**src/hw/rtl/hpdc_pkg.sv**
```systemverilog
// ----------------------------------------------------------------------------
// Heater PI duty controller package
// Shared widths, constants, transfer structs and divide-by-constant helpers.
// ----------------------------------------------------------------------------
package hpdc_pkg;

    localparam int SP_W    = 13;
    localparam int TIP_W   = 13;
    localparam int ROOM_W  = 15;
    localparam int DUTY_W  = 10;
    localparam int INTEG_W = 10;
    localparam int ERR_W   = 14;

    // Function codes carried in the input tuser bit.
    localparam logic FUNC_STEP = 1'b0;
    localparam logic FUNC_OFF  = 1'b1;

    // Setpoint limits and reset value, in centidegrees.
    localparam logic [SP_W-1:0] SETPOINT_MIN   = 13'd200;
    localparam logic [SP_W-1:0] SETPOINT_MAX   = 13'd4500;
    localparam logic [SP_W-1:0] SETPOINT_RESET = 13'd3200;

    // Integrator clamp, one bit wider than the integrator for the raw sum.
    localparam logic signed [INTEG_W:0] INTEG_MIN = -11'sd180;
    localparam logic signed [INTEG_W:0] INTEG_MAX = 11'sd420;

    localparam logic signed [16:0]      AMBIENT_MARGIN = 17'sd50;
    localparam logic signed [ERR_W-1:0] READY_BAND     = 14'sd50;
    localparam logic signed [15:0]      HOLD_BOOST     = 16'sd80;
    localparam logic signed [15:0]      DUTY_MAX       = 16'sd1000;

    // Reciprocals for truncating division of non-negative values.
    localparam logic [15:0] RECIP_35 = 16'd29960;  // ceil(2^20 / 35)
    localparam logic [15:0] RECIP_60 = 16'd17477;  // ceil(2^20 / 60)
    localparam logic [15:0] RECIP_3  = 16'd43691;  // ceil(2^17 / 3)

    // One control step as it leaves the input register.
    typedef struct packed {
        logic                     func;
        logic [TIP_W-1:0]         tip_temp;
        logic signed [ROOM_W-1:0] room_temp;
    } step_in_t;

    // One result item.
    typedef struct packed {
        logic [DUTY_W-1:0]         duty_permille;
        logic signed [INTEG_W-1:0] integral_term;
    } step_out_t;

    // Magnitude / 35 for a 14-bit magnitude.
    function automatic logic [7:0] div35(input logic [ERR_W-1:0] x);
        logic [29:0] p;
        begin
            p = 30'(x) * 30'(RECIP_35);
            return p[27:20];
        end
    endfunction

    // Magnitude / 60 for a 14-bit magnitude.
    function automatic logic [7:0] div60(input logic [ERR_W-1:0] x);
        logic [29:0] p;
        begin
            p = 30'(x) * 30'(RECIP_60);
            return p[27:20];
        end
    endfunction

    // Magnitude / 3 for a 15-bit magnitude.
    function automatic logic [12:0] div3(input logic [ERR_W:0] x);
        logic [31:0] p;
        begin
            p = 32'(x) * 32'(RECIP_3);
            return p[29:17];
        end
    endfunction

endpackage

```
**src/hw/rtl/hpdc_step.sv**
```systemverilog
// ----------------------------------------------------------------------------
// Heater PI duty controller step logic
// Combinational PI update: error, integrator with clamp, duty with clamp.
// ----------------------------------------------------------------------------
module hpdc_step (
    input  hpdc_pkg::step_in_t                      step_in,
    input  logic [hpdc_pkg::SP_W-1:0]               setpoint,
    input  logic signed [hpdc_pkg::INTEG_W-1:0]     integ_cur,
    output hpdc_pkg::step_out_t                     step_out
);
    import hpdc_pkg::*;

    logic signed [16:0]        room_margin;
    logic                      near_ambient;
    logic signed [ERR_W-1:0]   err;
    logic                      err_neg;
    logic [ERR_W-1:0]          err_mag;
    logic [7:0]                q35;
    logic [7:0]                q60;
    logic signed [INTEG_W:0]   incr;
    logic signed [INTEG_W:0]   integ_sum;
    logic signed [INTEG_W:0]   integ_clamp;
    logic [12:0]               q3;
    logic signed [14:0]        p_term;
    logic signed [15:0]        duty_sum;
    logic [DUTY_W-1:0]         duty_sat;

    // Setpoint against ambient plus margin.
    assign room_margin  = 17'(step_in.room_temp) + AMBIENT_MARGIN;
    assign near_ambient = $signed({4'b0, setpoint}) <= room_margin;

    // Error in sign-magnitude form, so every division truncates toward zero.
    assign err     = $signed({1'b0, setpoint}) - $signed({1'b0, step_in.tip_temp});
    assign err_neg = err[ERR_W-1];
    assign err_mag = err_neg ? ERR_W'(-err) : ERR_W'(err);

    // Integrator increment and anti-windup clamp.
    assign q35       = div35(err_mag);
    assign q60       = div60(err_mag);
    assign incr      = err_neg ? -$signed({3'b0, q60}) : $signed({3'b0, q35});
    assign integ_sum = {integ_cur[INTEG_W-1], integ_cur} + incr;

    always_comb
    begin
        priority if (integ_sum < INTEG_MIN)
        begin
            integ_clamp = INTEG_MIN;
        end
        else if (integ_sum > INTEG_MAX)
        begin
            integ_clamp = INTEG_MAX;
        end
        else
        begin
            integ_clamp = integ_sum;
        end
    end

    // Proportional term 2*err/3 plus integrator, with the hold boost.
    assign q3       = div3({err_mag, 1'b0});
    assign p_term   = err_neg ? -$signed({2'b0, q3}) : $signed({2'b0, q3});
    assign duty_sum = 16'(p_term) + 16'(integ_clamp)
                    + ((err > 14'sd0) ? HOLD_BOOST : 16'sd0);

    // Cut-off when far above the setpoint, then saturate.
    always_comb
    begin
        priority if (err < -READY_BAND)
        begin
            duty_sat = '0;
        end
        else if (duty_sum < 16'sd0)
        begin
            duty_sat = '0;
        end
        else if (duty_sum > DUTY_MAX)
        begin
            duty_sat = DUTY_W'(DUTY_MAX);
        end
        else
        begin
            duty_sat = DUTY_W'(duty_sum);
        end
    end

    // Force-off and near-ambient both clear the integrator and the duty.
    always_comb
    begin
        if (step_in.func == FUNC_OFF || near_ambient)
        begin
            step_out.duty_permille = '0;
            step_out.integral_term = '0;
        end
        else
        begin
            step_out.duty_permille = duty_sat;
            step_out.integral_term = INTEG_W'(integ_clamp);
        end
    end

endmodule

```
**src/hw/rtl/heater_pi_duty_controller.sv**
```systemverilog
// ----------------------------------------------------------------------------
// Heater PI duty controller
// PI heater duty from tip and ambient temperature, integrator anti-windup.
// ----------------------------------------------------------------------------
// The input register captures each transfer and the result register each step;
// the integrator is updated combinationally between the two registers. One
// item per cycle while the result stream does not stall.
// Reset: asynchronous, active low; clears the valid flags and the
// integrator and loads the setpoint with 3200.
module heater_pi_duty_controller (
    input  logic        clk,
    input  logic        rst_n,
    // Configuration: setpoint_cdeg, clamped to 200..4500 on write
    input  logic        cfg_we,
    input  logic [12:0] cfg_wdata,
    // Input stream
    input  logic        s_tvalid,
    output logic        s_tready,
    input  logic [31:0] s_tdata,   // [12:0] tip_temp, [27:13] room_temp, rest zero
    input  logic [0:0]  s_tuser,   // [0] func
    // Result stream
    output logic        m_tvalid,
    input  logic        m_tready,
    output logic [23:0] m_tdata    // [9:0] duty_permille, [19:10] integral_term
);
    import hpdc_pkg::*;

    logic [SP_W-1:0]            setpoint_reg;
    logic [SP_W-1:0]            setpoint_next;
    logic                       in_valid_reg;
    step_in_t                   in_data_reg;
    logic                       out_valid_reg;
    step_out_t                  out_data_reg;
    logic signed [INTEG_W-1:0]  integ_reg;
    step_out_t                  step_res;
    logic                       advance;
    logic                       in_xfer;

    // Setpoint saturation on write.
    always_comb
    begin
        priority if (cfg_wdata < SETPOINT_MIN)
        begin
            setpoint_next = SETPOINT_MIN;
        end
        else if (cfg_wdata > SETPOINT_MAX)
        begin
            setpoint_next = SETPOINT_MAX;
        end
        else
        begin
            setpoint_next = cfg_wdata;
        end
    end

    always_ff @(posedge clk or negedge rst_n)
    begin
        if (!rst_n)
        begin
            setpoint_reg <= SETPOINT_RESET;
        end
        else if (cfg_we)
        begin
            setpoint_reg <= setpoint_next;
        end
    end

    // Pipeline flow: the input stage moves on when the result slot is free.
    assign advance  = in_valid_reg && (!out_valid_reg || m_tready);
    assign s_tready = !in_valid_reg || advance;
    assign in_xfer  = s_tvalid && s_tready;

    // Input register.
    always_ff @(posedge clk or negedge rst_n)
    begin
        if (!rst_n)
        begin
            in_valid_reg <= 1'b0;
        end
        else if (s_tready)
        begin
            in_valid_reg <= s_tvalid;
        end
    end

    always_ff @(posedge clk)
    begin
        if (in_xfer)
        begin
            in_data_reg.func      <= s_tuser[0];
            in_data_reg.tip_temp  <= s_tdata[12:0];
            in_data_reg.room_temp <= $signed(s_tdata[27:13]);
        end
    end

    // Step logic.
    hpdc_step u_step (
        .step_in   (in_data_reg),
        .setpoint  (setpoint_reg),
        .integ_cur (integ_reg),
        .step_out  (step_res)
    );

    // Integrator state follows each completed step.
    always_ff @(posedge clk or negedge rst_n)
    begin
        if (!rst_n)
        begin
            integ_reg <= '0;
        end
        else if (advance)
        begin
            integ_reg <= step_res.integral_term;
        end
    end

    // Result register.
    always_ff @(posedge clk or negedge rst_n)
    begin
        if (!rst_n)
        begin
            out_valid_reg <= 1'b0;
        end
        else if (advance)
        begin
            out_valid_reg <= 1'b1;
        end
        else if (m_tready)
        begin
            out_valid_reg <= 1'b0;
        end
    end

    always_ff @(posedge clk)
    begin
        if (advance)
        begin
            out_data_reg <= step_res;
        end
    end

    assign m_tvalid = out_valid_reg;
    assign m_tdata  = {4'b0, out_data_reg.integral_term, out_data_reg.duty_permille};

`ifndef SYNTHESIS
    // The integrator never leaves its clamp range.
    a_integ_range: assert property (@(posedge clk) disable iff (!rst_n)
        (integ_reg >= -10'sd180) && (integ_reg <= 10'sd420))
        else $error("integrator out of range");

    // The setpoint register always holds a clamped value.
    a_setpoint_range: assert property (@(posedge clk) disable iff (!rst_n)
        (setpoint_reg >= SETPOINT_MIN) && (setpoint_reg <= SETPOINT_MAX))
        else $error("setpoint out of range");

    // A force-off step leaves the integrator cleared.
    a_force_off: assert property (@(posedge clk) disable iff (!rst_n)
        advance && (in_data_reg.func == FUNC_OFF) |=> integ_reg == '0)
        else $error("force off did not clear integrator");

    // A pending result reports the current integrator state.
    a_integ_out: assert property (@(posedge clk) disable iff (!rst_n)
        out_valid_reg |-> out_data_reg.integral_term == integ_reg)
        else $error("result integrator differs from state");
`endif

endmodule

```
**config.mk**
```make
export PLATFORM = sky130hd
export DESIGN_NAME = heater_pi_duty_controller
export DESIGN_NICKNAME = d
export VERILOG_FILES = /design/src/hw/rtl/hpdc_pkg.sv /design/src/hw/rtl/hpdc_step.sv /design/src/hw/rtl/heater_pi_duty_controller.sv
export SDC_FILE = /design/constraint.sdc
export NUM_CORES = 1
export LEC_CHECK = 0
export BUFFER_PORTS_ARGS = -buffer_cell sky130_fd_sc_hd__buf_2
export CAP_MARGIN = 15
export CORE_UTILIZATION = 47
export CTS_BUF_LIST = sky130_fd_sc_hd__clkbuf_8 sky130_fd_sc_hd__clkbuf_16
export CTS_CLUSTER_DIAMETER = 120
export CTS_CLUSTER_SIZE = 14
export DETAILED_ROUTE_END_ITERATION = 8
export PLACE_DENSITY = 0.77
export SLEW_MARGIN = 30
export SYNTH_ARGS = -nofsm -noshare
export SYNTH_HDL_FRONTEND = slang
export SYNTH_SLANG_ARGS = --single-unit
export TNS_END_PERCENT = 50
```
**constraint.sdc**
```tcl
create_clock -name clk -period 12.7 [get_ports clk]
set_input_delay 2.54 -clock clk [delete_from_list [all_inputs] [get_ports clk]]
set_output_delay 2.54 -clock clk [all_outputs]
set_load 0.01 [all_outputs]
```
Yosys cells after proc, flatten, opt, wreduce, memory -nomap -nowiden
Index checks and enable logic that the tools add are counted.
- register bits after elaboration: 74
- input port bits: 51
- output and inout bits: 26
- word-level logic and storage cells: 52
- add/sub/neg operators: 8
- $mul: 3
- magnitude comparators: 9
- muxes and demuxes: 12
- reductions and logical operators: 10
- operators with widths (operator ; count):
    11-bit two-way mux ; 3
    14-bit by 16-bit multiplier with 29-bit output, second input constant ; 1
    14-bit by 15-bit multiplier with 28-bit output, second input constant ; 1
    13-bit two-way mux ; 2
    14-bit by 12-bit multiplier with 25-bit output, second input constant ; 1
    10-bit two-way mux ; 2
    14-bit by 17-bit less-or-equal comparator with 1-bit output ; 1
    15-bit by 11-bit adder with 16-bit output ; 1
    15-bit by 7-bit adder with 16-bit output, second input constant ; 1
    16-bit adder ; 1
    16-bit by 11-bit greater-than comparator with 1-bit output, second input constant ; 1
    16-bit by 1-bit less-than comparator with 1-bit output, second input constant ; 1
    15-bit two-way mux ; 1
    13-bit negation with 15-bit output ; 1
    14-bit by 1-bit greater-than comparator with 1-bit output, second input constant ; 1
    14-bit by 7-bit less-than comparator with 1-bit output, second input constant ; 1
    14-bit two-way mux ; 1
    14-bit negation ; 1
    13-bit by 13-bit subtractor with 14-bit output ; 1
    13-bit greater-than comparator, second input constant ; 1
    13-bit by 8-bit less-than comparator with 1-bit output, second input constant ; 1
    11-bit adder ; 1
    11-bit by 10-bit greater-than comparator with 1-bit output, second input constant ; 1
    11-bit by 9-bit less-than comparator with 1-bit output, second input constant ; 1
    9 further kinds ; 14

Depth between registers and ports, before layout
Gate-level depths: netlist (run 1).
- depth after elaboration: 14
- depth in mapped cells: 66
- mapped depth without buffers: 64

Hierarchy
Synthesis (run 1) repeated with hierarchy kept, for this count alone.
- cell total of the unflattened synthesis: 1446
- area, all modules: 13665.6 um^2
- by module, submodules not included (module ; instances ; cells an instance ; area an instance (um^2) ; sequential area each (um^2)):
    hpdc_step ; 1 ; 1302 ; 11044.3 ; 0.0
    heater_pi_duty_controller ; 1 ; 144 ; 2621.3 ; 2100.8

Worst setup path before layout (run 1)
No wires, ideal clock.
- path type: reg2reg
- start point: reg setpoint_reg[0]
- end point: reg out_data_reg (netlist bit m_tdata[3]) (data pin)
- library setup time: 0.290 ns
- arrival: 13.540 ns
- data required time: 12.410 ns
- slack: -1.130 ns
- stages on the path, launching flop included: 60
- buffers on the path: 1
- clock period less this slack: 13.830 ns
- cells stage by stage: dfrtp_1 inv_1 ha_1 inv_1 fa_1 a21o_1 nand2_1 a31oi_1 o311ai_1 nand3_1 or2_2 or4_1 inv_1 ha_1 inv_1 fa_1 fa_1 inv_1 (+24 left out) nor3_1 nand2_1 a211oi_1 a2111oi_4 nand2_2 or2b_1 fa_1 inv_1 ha_1 inv_1 o21ai_0 a2111oi_0 o31ai_1 a21o_1 a21oi_1 nor3_1 nor4_1 a21oi_1
- word-level cells in the longest chain between the ends: 14
- elaborated cells between the ends (all ways): 26
- classes of those cells: add/sub: 7; mul: 3; order compare: 7; mux: 7; reduce/logical: 2
- ends and longest elaborated chain (what ; line ; text):
    start: declaration ; heater_pi_duty_controller.sv:28 ; logic [SP_W-1:0] setpoint_reg;
    start signal: assignment ; heater_pi_duty_controller.sv:64 ; setpoint_reg <= setpoint_next;
    13-bit by 13-bit subtractor with 14-bit output ; hpdc_step.sv:33 ; assign err = $signed({1'b0, setpoint}) - $signed({1'b0, step_in.tip_temp});
    14-bit negation ; hpdc_step.sv:35 ; assign err_mag = err_neg ? ERR_W'(-err) : ERR_W'(err);
    14-bit two-way mux ; hpdc_step.sv:35 ;
    14-bit by 15-bit multiplier with 28-bit output ; hpdc_pkg.sv:63 ; p = 30'(x) * 30'(RECIP_60);
    8-bit negation with 11-bit output ; hpdc_step.sv:40 ; assign incr = err_neg ? -$signed({3'b0, q60}) : $signed({3'b0, q35});
    11-bit two-way mux ; hpdc_step.sv:40 ;
    11-bit adder ; hpdc_step.sv:41 ; assign integ_sum = {integ_cur[INTEG_W-1], integ_cur} + incr;
    11-bit by 10-bit greater-than comparator with 1-bit output ; hpdc_step.sv:49 ; else if (integ_sum > INTEG_MAX)
    11-bit two-way mux ; hpdc_step.sv:49 ;
    11-bit two-way mux ; hpdc_step.sv:45 ; priority if (integ_sum < INTEG_MIN)
    15-bit by 11-bit adder with 16-bit output ; hpdc_step.sv:62 ; assign duty_sum = 16'(p_term) + 16'(integ_clamp)
    16-bit adder ; hpdc_step.sv:63 ; + ((err > 14'sd0) ? HOLD_BOOST : 16'sd0);
    16-bit by 1-bit less-than comparator with 1-bit output / 16-bit by 11-bit greater-than comparator with 1-bit output (equally long branches) ; hpdc_step.sv:72, hpdc_step.sv:76 ;
    3-bit OR reduction (no source line) / 10-bit two-way mux (equally long branches) ; n/a ;
    end signal: assignment ; heater_pi_duty_controller.sv:138 ; out_data_reg <= step_res;
    end: declaration ; heater_pi_duty_controller.sv:33 ; step_out_t out_data_reg;
Several ways; a longest one is shown, not always the timed one.
A chain may end at the register's enable or synchronous reset.

Worst setup path in the final report (run 1)
- start point: reg setpoint_reg[0]
- end point: reg out_data_reg (netlist bit m_tdata[0]) (data pin)
- word-level cells in the longest chain between the ends: 14
- elaborated cells between the ends (all ways): 25
- classes of those cells: add/sub: 7; mul: 3; order compare: 7; mux: 6; reduce/logical: 2
- ends and longest elaborated chain (what ; line):
    13-bit by 13-bit subtractor with 14-bit output ; hpdc_step.sv:33
    14-bit negation ; hpdc_step.sv:35
    14-bit two-way mux ; hpdc_step.sv:35
    14-bit by 15-bit multiplier with 28-bit output ; hpdc_pkg.sv:63
    8-bit negation with 11-bit output ; hpdc_step.sv:40
    11-bit two-way mux ; hpdc_step.sv:40
    11-bit adder ; hpdc_step.sv:41
    11-bit by 10-bit greater-than comparator with 1-bit output ; hpdc_step.sv:49
    11-bit two-way mux ; hpdc_step.sv:49
    11-bit two-way mux ; hpdc_step.sv:45
    15-bit by 11-bit adder with 16-bit output ; hpdc_step.sv:62
    16-bit adder ; hpdc_step.sv:63
    16-bit by 11-bit greater-than comparator with 1-bit output / 16-bit by 1-bit less-than comparator with 1-bit output (equally long branches) ; hpdc_step.sv:76, hpdc_step.sv:72
    4-bit OR reduction (no source line) ; n/a
Several ways; a longest one is shown, not always the timed one.

==> results of run 1 <==
[placed cells by master (no fill, tap or decap), types with 6 or more instances in the layout]
master	Yosys	routed
a211oi_1	12	6
a21o_1	28	28
a21oi_1	76	61
a21oi_2	1	14
a31oi_1	18	18
and2_1	12	12
and3_1	15	15
buf_2	0	69
buf_4	4	204
clkbuf_16	0	9
dfrtp_1	22	22
edfxtp_1	49	49
fa_1	112	108
ha_1	303	288
ha_4	0	12
inv_1	235	226
inv_2	0	9
nand2_1	75	71
nand2b_1	14	14
nand3_1	22	21
nand3b_1	8	8
nand4_1	13	13
nor2_1	63	62
nor2b_1	10	8
nor3_1	33	30
o211ai_1	13	13
o21a_1	14	14
o21ai_0	50	40
o21ai_1	2	6
o31ai_1	6	6
or2_2	11	9
or3_1	7	6
xnor2_1	60	55
xor2_1	40	36
[per-stage QoR]
stage	worst slack, ns	area, sq um	cells	hold WS [ns]	setup TNS (ns)
5_1_grt	-0.587	17000	2122	0.514	-5.54
2_1_floorplan	0.00304	14000	1473	0.457	0
3_3_place_gp	-0.453	16000	2082	0.479	-3.88
4_1_cts	-0.0674	16500	2104	0.499	-0.177
3_5_place_dp	-0.822	16000	2082	0.491	-7.58
6_report	-0.198	17000	2122	0.497	-1.68
[path summary, 6_finish.rpt]
kind / from / to / slack, ns / depth (start not counted)
worst max-delay path: setpoint_reg[0] / m_tdata[0] / -0.20 / 62
worst min-delay path: setpoint_reg[11] / setpoint_reg[11] / 0.50 / 2
worst max register to register: setpoint_reg[0] / m_tdata[0] / -0.20 / 62
worst min register to register: setpoint_reg[11] / setpoint_reg[11] / 0.50 / 2
max in group asynchronous: rst_n / integ_reg[0] / 10.04 / 1
min in group asynchronous: rst_n / setpoint_reg[6] / 2.23 / 1
[cells by family after synthesis]
group / Yosys count
simple gates: 319
fa+ha+maj: 415
mux: 7
xor+xnor: 100
compound gates: 290
other cells: 1
buf+inv: 264
flops: 74
[layer usage]
layer / part of all wire, % / wire [um] / up-vias / track usage (%)
met1: 43 / 14600 / 5587 / 28.5
li1: - / - / 5662 / -
met5: 0 / 0 / - / 0
met3: 3.7 / 1270 / 68 / 2.15
met2: 50 / 17100 / 291 / 39.5
met4: 2.6 / 884 / 0 / 6.05
[timing repair]
action / 4_1_cts / 5_1_grt
gates resized for setup: 41 / 66
setup buffers: 7 / 18
cloned: 0 / 1
pin swaps: 34 / 49
hold buffers: 0 / 0
endpoints found under the setup margin: 10 / 10
[critical path, delay by kind of cell (launching register included)]
kind            cells  cell delay, ns
simple gates       14            3.12
mux                 1            0.14
xor+xnor            3            0.44
compound gates     20            3.75
buf+inv            11            1.22
fa+ha+maj          13            3.58
flops               1            0.37
[cell usage after synthesis (5+ instances only)]
master / count
a21o_1: 28
or4_1: 5
nand4_1: 13
or2_2: 11
o221ai_1: 6
and3_1: 15
a31oi_1: 18
o211a_1: 5
nand2_1: 75
a211o_1: 5
xnor2_1: 60
nand2b_1: 14
or3_1: 7
nand3b_1: 8
xor2_1: 40
ha_1: 303
fa_1: 112
nand3_1: 22
clkbuf_1: 19
o21ai_0: 50
a211oi_1: 12
a21oi_1: 76
o31ai_1: 6
nor2b_1: 10
o21a_1: 14
o211ai_1: 13
nor3_1: 33
edfxtp_1: 49
nor2_1: 63
and2_1: 12
inv_1: 235
a21boi_0: 6
dfrtp_1: 22
[layout make-up]
cell class | instances | share of cell area, %
multi-input cells | 1135 | 66.6
clock inverters | 7 | 0.243
repair buffers | 277 | 11.4
well taps | 384 | 2.83
clock buffers | 9 | 1.33
inverters | 236 | 5.26
flip-flops and latches | 74 | 12.4
==> results.cfg, run 1 <==
[outcome]
outcome = finished, violations left
violations = setup timing

[critical_path]
cp-end-kind = register
cp.arrival_ns = 12.99
start_kind = register
slowest_stage = or4b_4
critPathKind = register to register
required_ns = 12.79
critPathMaxFanout = 6
cp_slowest_stage_delay_ns = 0.57

[timing]
slew_viol_final = 0
setup_slack_ns = -0.198
max_freq_ghz = 0.0775
hold_violations = 0
min_period_ns = 12.90
finalSetupViolCount = 10
slew_headroom_pct = 31.9
skew_ns = 0.00929
rsz0062_at_grt = yes
worst_pin_slew_ns = 1.01
fin_crit_sh_pct = 102

[route]
vias_per_cell = 5.47
num_vias = 11600
final_antenna_net_count = 0
drt_iter0_drc = 718
first_pass_iters = 5
drc = 0
routed_wl_mm = 33.9
routedWlPerCell_um = 16.0

[synthesis]
yosys_warnings = 0
netlist_area_sq_mm = 0.0138
muxShareOfSynthArea_pct = 0.545
syn_inst = 1470
yosysTopAreaCellShare_pct = 27.5
synth-seq-cells = 74
synth_top_family_by_area = adder cells
synth_cell_type_count = 89
synth_flop_cell = edfxtp_1
netlist_top_cells_area = ha_1 (28%), fa_1 (16%), edfxtp_1 (11%)
synth_xor_area_share_pct = 6.36
synth_edf_count = 49
syn_avg_cell_area_sq_um = 9.37
synthArstFlopShare_pct = 33.8
synth-simple-area-share_pct = 12.1
synth-compound-area-share_pct = 14.5
yosysSeqAreaShare_pct = 15.3
yosysTopAreaCell = ha_1
synthAdderAreaFrac_pct = 43.8

[cts]
cts_tree = yes
clock_path_buffers = 2
ctsRootBufferMaster = clkbuf_16
path_clk_slew_ns = 0.06
cts_buffers = 9
insertion_delay_ns = 0.34
htreeDepth = 3
cts.sinks = 74

[cells_and_area]
area.growth.synth_to_final_pct = 23.4
largest_reg_flops = 29
final_nets = 2199
drive_gt1_share_pct = 24.7
seqCellArea_sq_mm = 0.00210
multi_input_area_sq_mm = 0.0113
post-route-util_pct = 59.0
diodes = 0
fillers = 2326

[global_route]
grt_pass1_vias = 11800
grt_use_total_pct = 22.2
grt_max_degree = 33
overflow = 0
grt_pass1_wl_mm = 54.8
antenna_found_initial = 0

[floorplan]
rows = 62
start_util_pct = 47.9
fp.coreArea_sq_mm = 0.0288
die_h_um = 173
io_pins = 77
dieArea_sq_mm = 0.0300
fp.dieW_um = 173

[placed_design]
port_buffers = 68
gp_congestion = 0.950
dpl.hpwl_mm = 27.4

[job]
drv_cap = 0

[worst_hold_path]
hold_class = register to register
Power of run 1 is not shown: default switching activity piles up to over one toggle a cycle in this logic, so the estimate is an artifact.
==> run 2: changes to the inputs <==
--- a/config.mk
+++ b/config.mk
@@ -5,6 +5,7 @@
 export SDC_FILE = /design/constraint.sdc
 export NUM_CORES = 1
 export LEC_CHECK = 0
+export ABC_AREA = 1
 export BUFFER_PORTS_ARGS = -buffer_cell sky130_fd_sc_hd__buf_2
 export CAP_MARGIN = 15
 export CORE_UTILIZATION = 47
==> run 2 against run 1 <==
  * The run now ends clean
  * Routed wire length rose by 2.5%
  * Utilization fell by 7.0 points
  * Sequential share of layout area rose by 0.76 points
  * Count of clock-buffer cells in the layout rose by 1
  * Non-clock buffer count fell by 190
  * Setup slack improved by 1.1 ns
  * Clock skew rose by 0.00071 ns
  * Critical path depth rose by 8
  * Critical endpoint unchanged
  * Largest cell class unchanged
==> results.cfg, run 2 <==
[outcome]
outcome = completed

[timing]
fin_crit_sh_pct = 93.2
min_period_ns = 11.84
max_freq_ghz = 0.0845
finalSetupViolCount = 0
slew_headroom_pct = 46.4
final.hold.worst_slack_ns = 0.486
slew_viol_final = 0
hold_violations = 0
worst_pin_slew_ns = 0.794
skew_ns = 0.0100

[global_route]
grt_use_total_pct = 22.2
grt_pass1_wl_mm = 57.5
overflow = 0
antenna_found_initial = 0
grt_pass1_vias = 12500
grt_max_degree = 31

[placed_design]
dp.cells = 2364
placed_area_sq_mm = 0.0157
port_buffers = 68
dpl.hpwl_mm = 29.9
gp_congestion = 0.916

[route]
first_pass_iters = 8
drt_iter0_drc = 734
drc = 0
vias_per_cell = 5.26
routed_wl_mm = 34.7
routedWlPerCell_um = 14.6
final_antenna_net_count = 0
num_vias = 12500

[synthesis]
yosysSeqAreaShare_pct = 14.2
synth-simple-area-share_pct = 20.8
synthAdderAreaFrac_pct = 40.9
synth_common_cells = inv_1 (387), nand2_1 (370), ha_1 (303)
netlist_area_sq_mm = 0.0148
yosys_warnings = 0
synth_most_common_cell = inv_1
synth-compound-area-share_pct = 8.85
muxShareOfSynthArea_pct = 0
synth_xor_area_share_pct = 4.80
syn_inst = 1895
yosysTopAreaCellShare_pct = 25.7
synthArstFlopShare_pct = 33.8
syn_avg_cell_area_sq_um = 7.79
synth-seq-cells = 74
synth_top_family_by_area = adder cells
synth_cell_type_count = 58
synth_edf_count = 49
netlist_top_cells_area = ha_1 (26%), fa_1 (15%), edfxtp_1 (10%)
yosysTopAreaCell = ha_1
synth_flop_cell = edfxtp_1

[cells_and_area]
area.growth.synth_to_final_pct = 8.41
final_cell_mix = inv_1 (385), nand2_1 (369), ha_1 (303), a21oi_1 (126), nor2_1 (113)
layout.cells.non_filler = 2383
mostFrequentLayoutCell = inv_1
fillers = 2869
final_nets = 2448
diodes = 0
finish.instance_area_sq_mm = 0.0160
largest_reg_flops = 29
drive_gt1_share_pct = 8.45

[critical_path]
cpMostUsedCell = inv_1
r2r_start = setpoint_reg[0]
required_ns = 12.89
start_kind = register
rr_endpoint = m_tdata[0]
cp_slowest_stage_delay_ns = 0.48
critPathKind = register to register
cp.arrival_ns = 12.03
cp-end-kind = register
rrSetupSlack_ns = 0.86
slowest_stage = fa_1
ff2ff_path_depth = 70
critPathMaxFanout = 10

[floorplan]
rows = 64
fp.coreArea_sq_mm = 0.0307
die_h_um = 179
dieArea_sq_mm = 0.0321
io_pins = 77
fp.dieW_um = 179
start_util_pct = 48.0

[cts]
clock_path_buffers = 2
cts_tree = yes
insertion_delay_ns = 0.33
cts-hold-fix-buffers = 0
ctsRootBufferMaster = clkbuf_16
htreeDepth = 3
cts.sinks = 74
cts_buffers = 9
path_clk_slew_ns = 0.06

[job]
drv_cap = 0

[worst_hold_path]
hold_end = setpoint_reg[11]
hold_class = register to register
hp-start = setpoint_reg[11]
holdPathStages = 2
run 2: cell types whose count changed in the layout (fill, tap and decap cells not counted), sizes merged, moves of 50 or more:
cell / change
nand3: +76
nand2: +310
inv: +155
buf: -190
nor2: +53
a21oi: +50
run 2: worst max-delay path by stage:
stage               startpoint         end  slack (ns)  cells after the start
6_report       setpoint_reg[0]  m_tdata[0]        0.86                     70
5_1_grt        setpoint_reg[0]  m_tdata[0]      -0.007                     73
4_1_cts        setpoint_reg[0]  m_tdata[0]        0.20                     71
3_5_place_dp   setpoint_reg[0]  m_tdata[0]        0.27                     68
3_3_place_gp   setpoint_reg[0]  m_tdata[0]        0.54                     68
2_1_floorplan  setpoint_reg[7]  m_tdata[0]        1.87                     65
run 2: kinds of logic after synthesis:
group / Yosys count
DFF: 74
AOI/OAI and AO/OA: 235
xor gates and xnor gates: 80
adders and majority gates: 415
buffers and inverters: 406
other: 1
and+or+nand+nor: 684
run 2: metal layers:
metal | GRT usage (%) | vias to the layer above | wire (um)
li1 | - | 6318 | -
met3 | 1.42 | 35 | 1440
met1 | 29.6 | 5845 | 16100
met5 | 0 | - | 0
met4 | 4.80 | 0 | 503
met2 | 39.3 | 330 | 16700
run 2: critical path, delay by kind of cell, from the launching register on:
kind	cells	cell delay, ns
simple gates	28	3.34
compound gates	11	1.60
flops	1	0.35
buf+inv	14	1.15
fa+ha+maj	13	4.39
xor+xnor	4	0.82
run 2: what timing repair did:
| action | in CTS | in global routing |
|---|---|---|
| setup buffers | 0 | 3 |
| endpoints found under the setup margin | 0 | 10 |
| gates resized for setup | 0 | 17 |
run 2: per-stage QoR:
stage	utilization, %	setup TNS, ns	setup slack (ns)
6_report	52.1	0	0.861
5_1_grt	52.1	-0.00729	-0.00729
4_1_cts	51.8	0	0.198
3_5_place_dp	50.9	0	0.274
3_3_place_gp	50.9	0	0.541
2_1_floorplan	-	0	1.87
run 2: final cells by class:
class | count | area [sq um] | area share, %
clock buffers | 10 | 239 | 1.49
flip-flops and latches | 74 | 2100 | 13.1
inverters | 392 | 1480 | 9.24
multi-input cells | 1418 | 11200 | 69.8
repair buffers | 87 | 483 | 3.02
clock inverters | 6 | 33.8 | 0.211
well taps | 396 | 495 | 3.09
Power of run 2 is left out for the same reason.
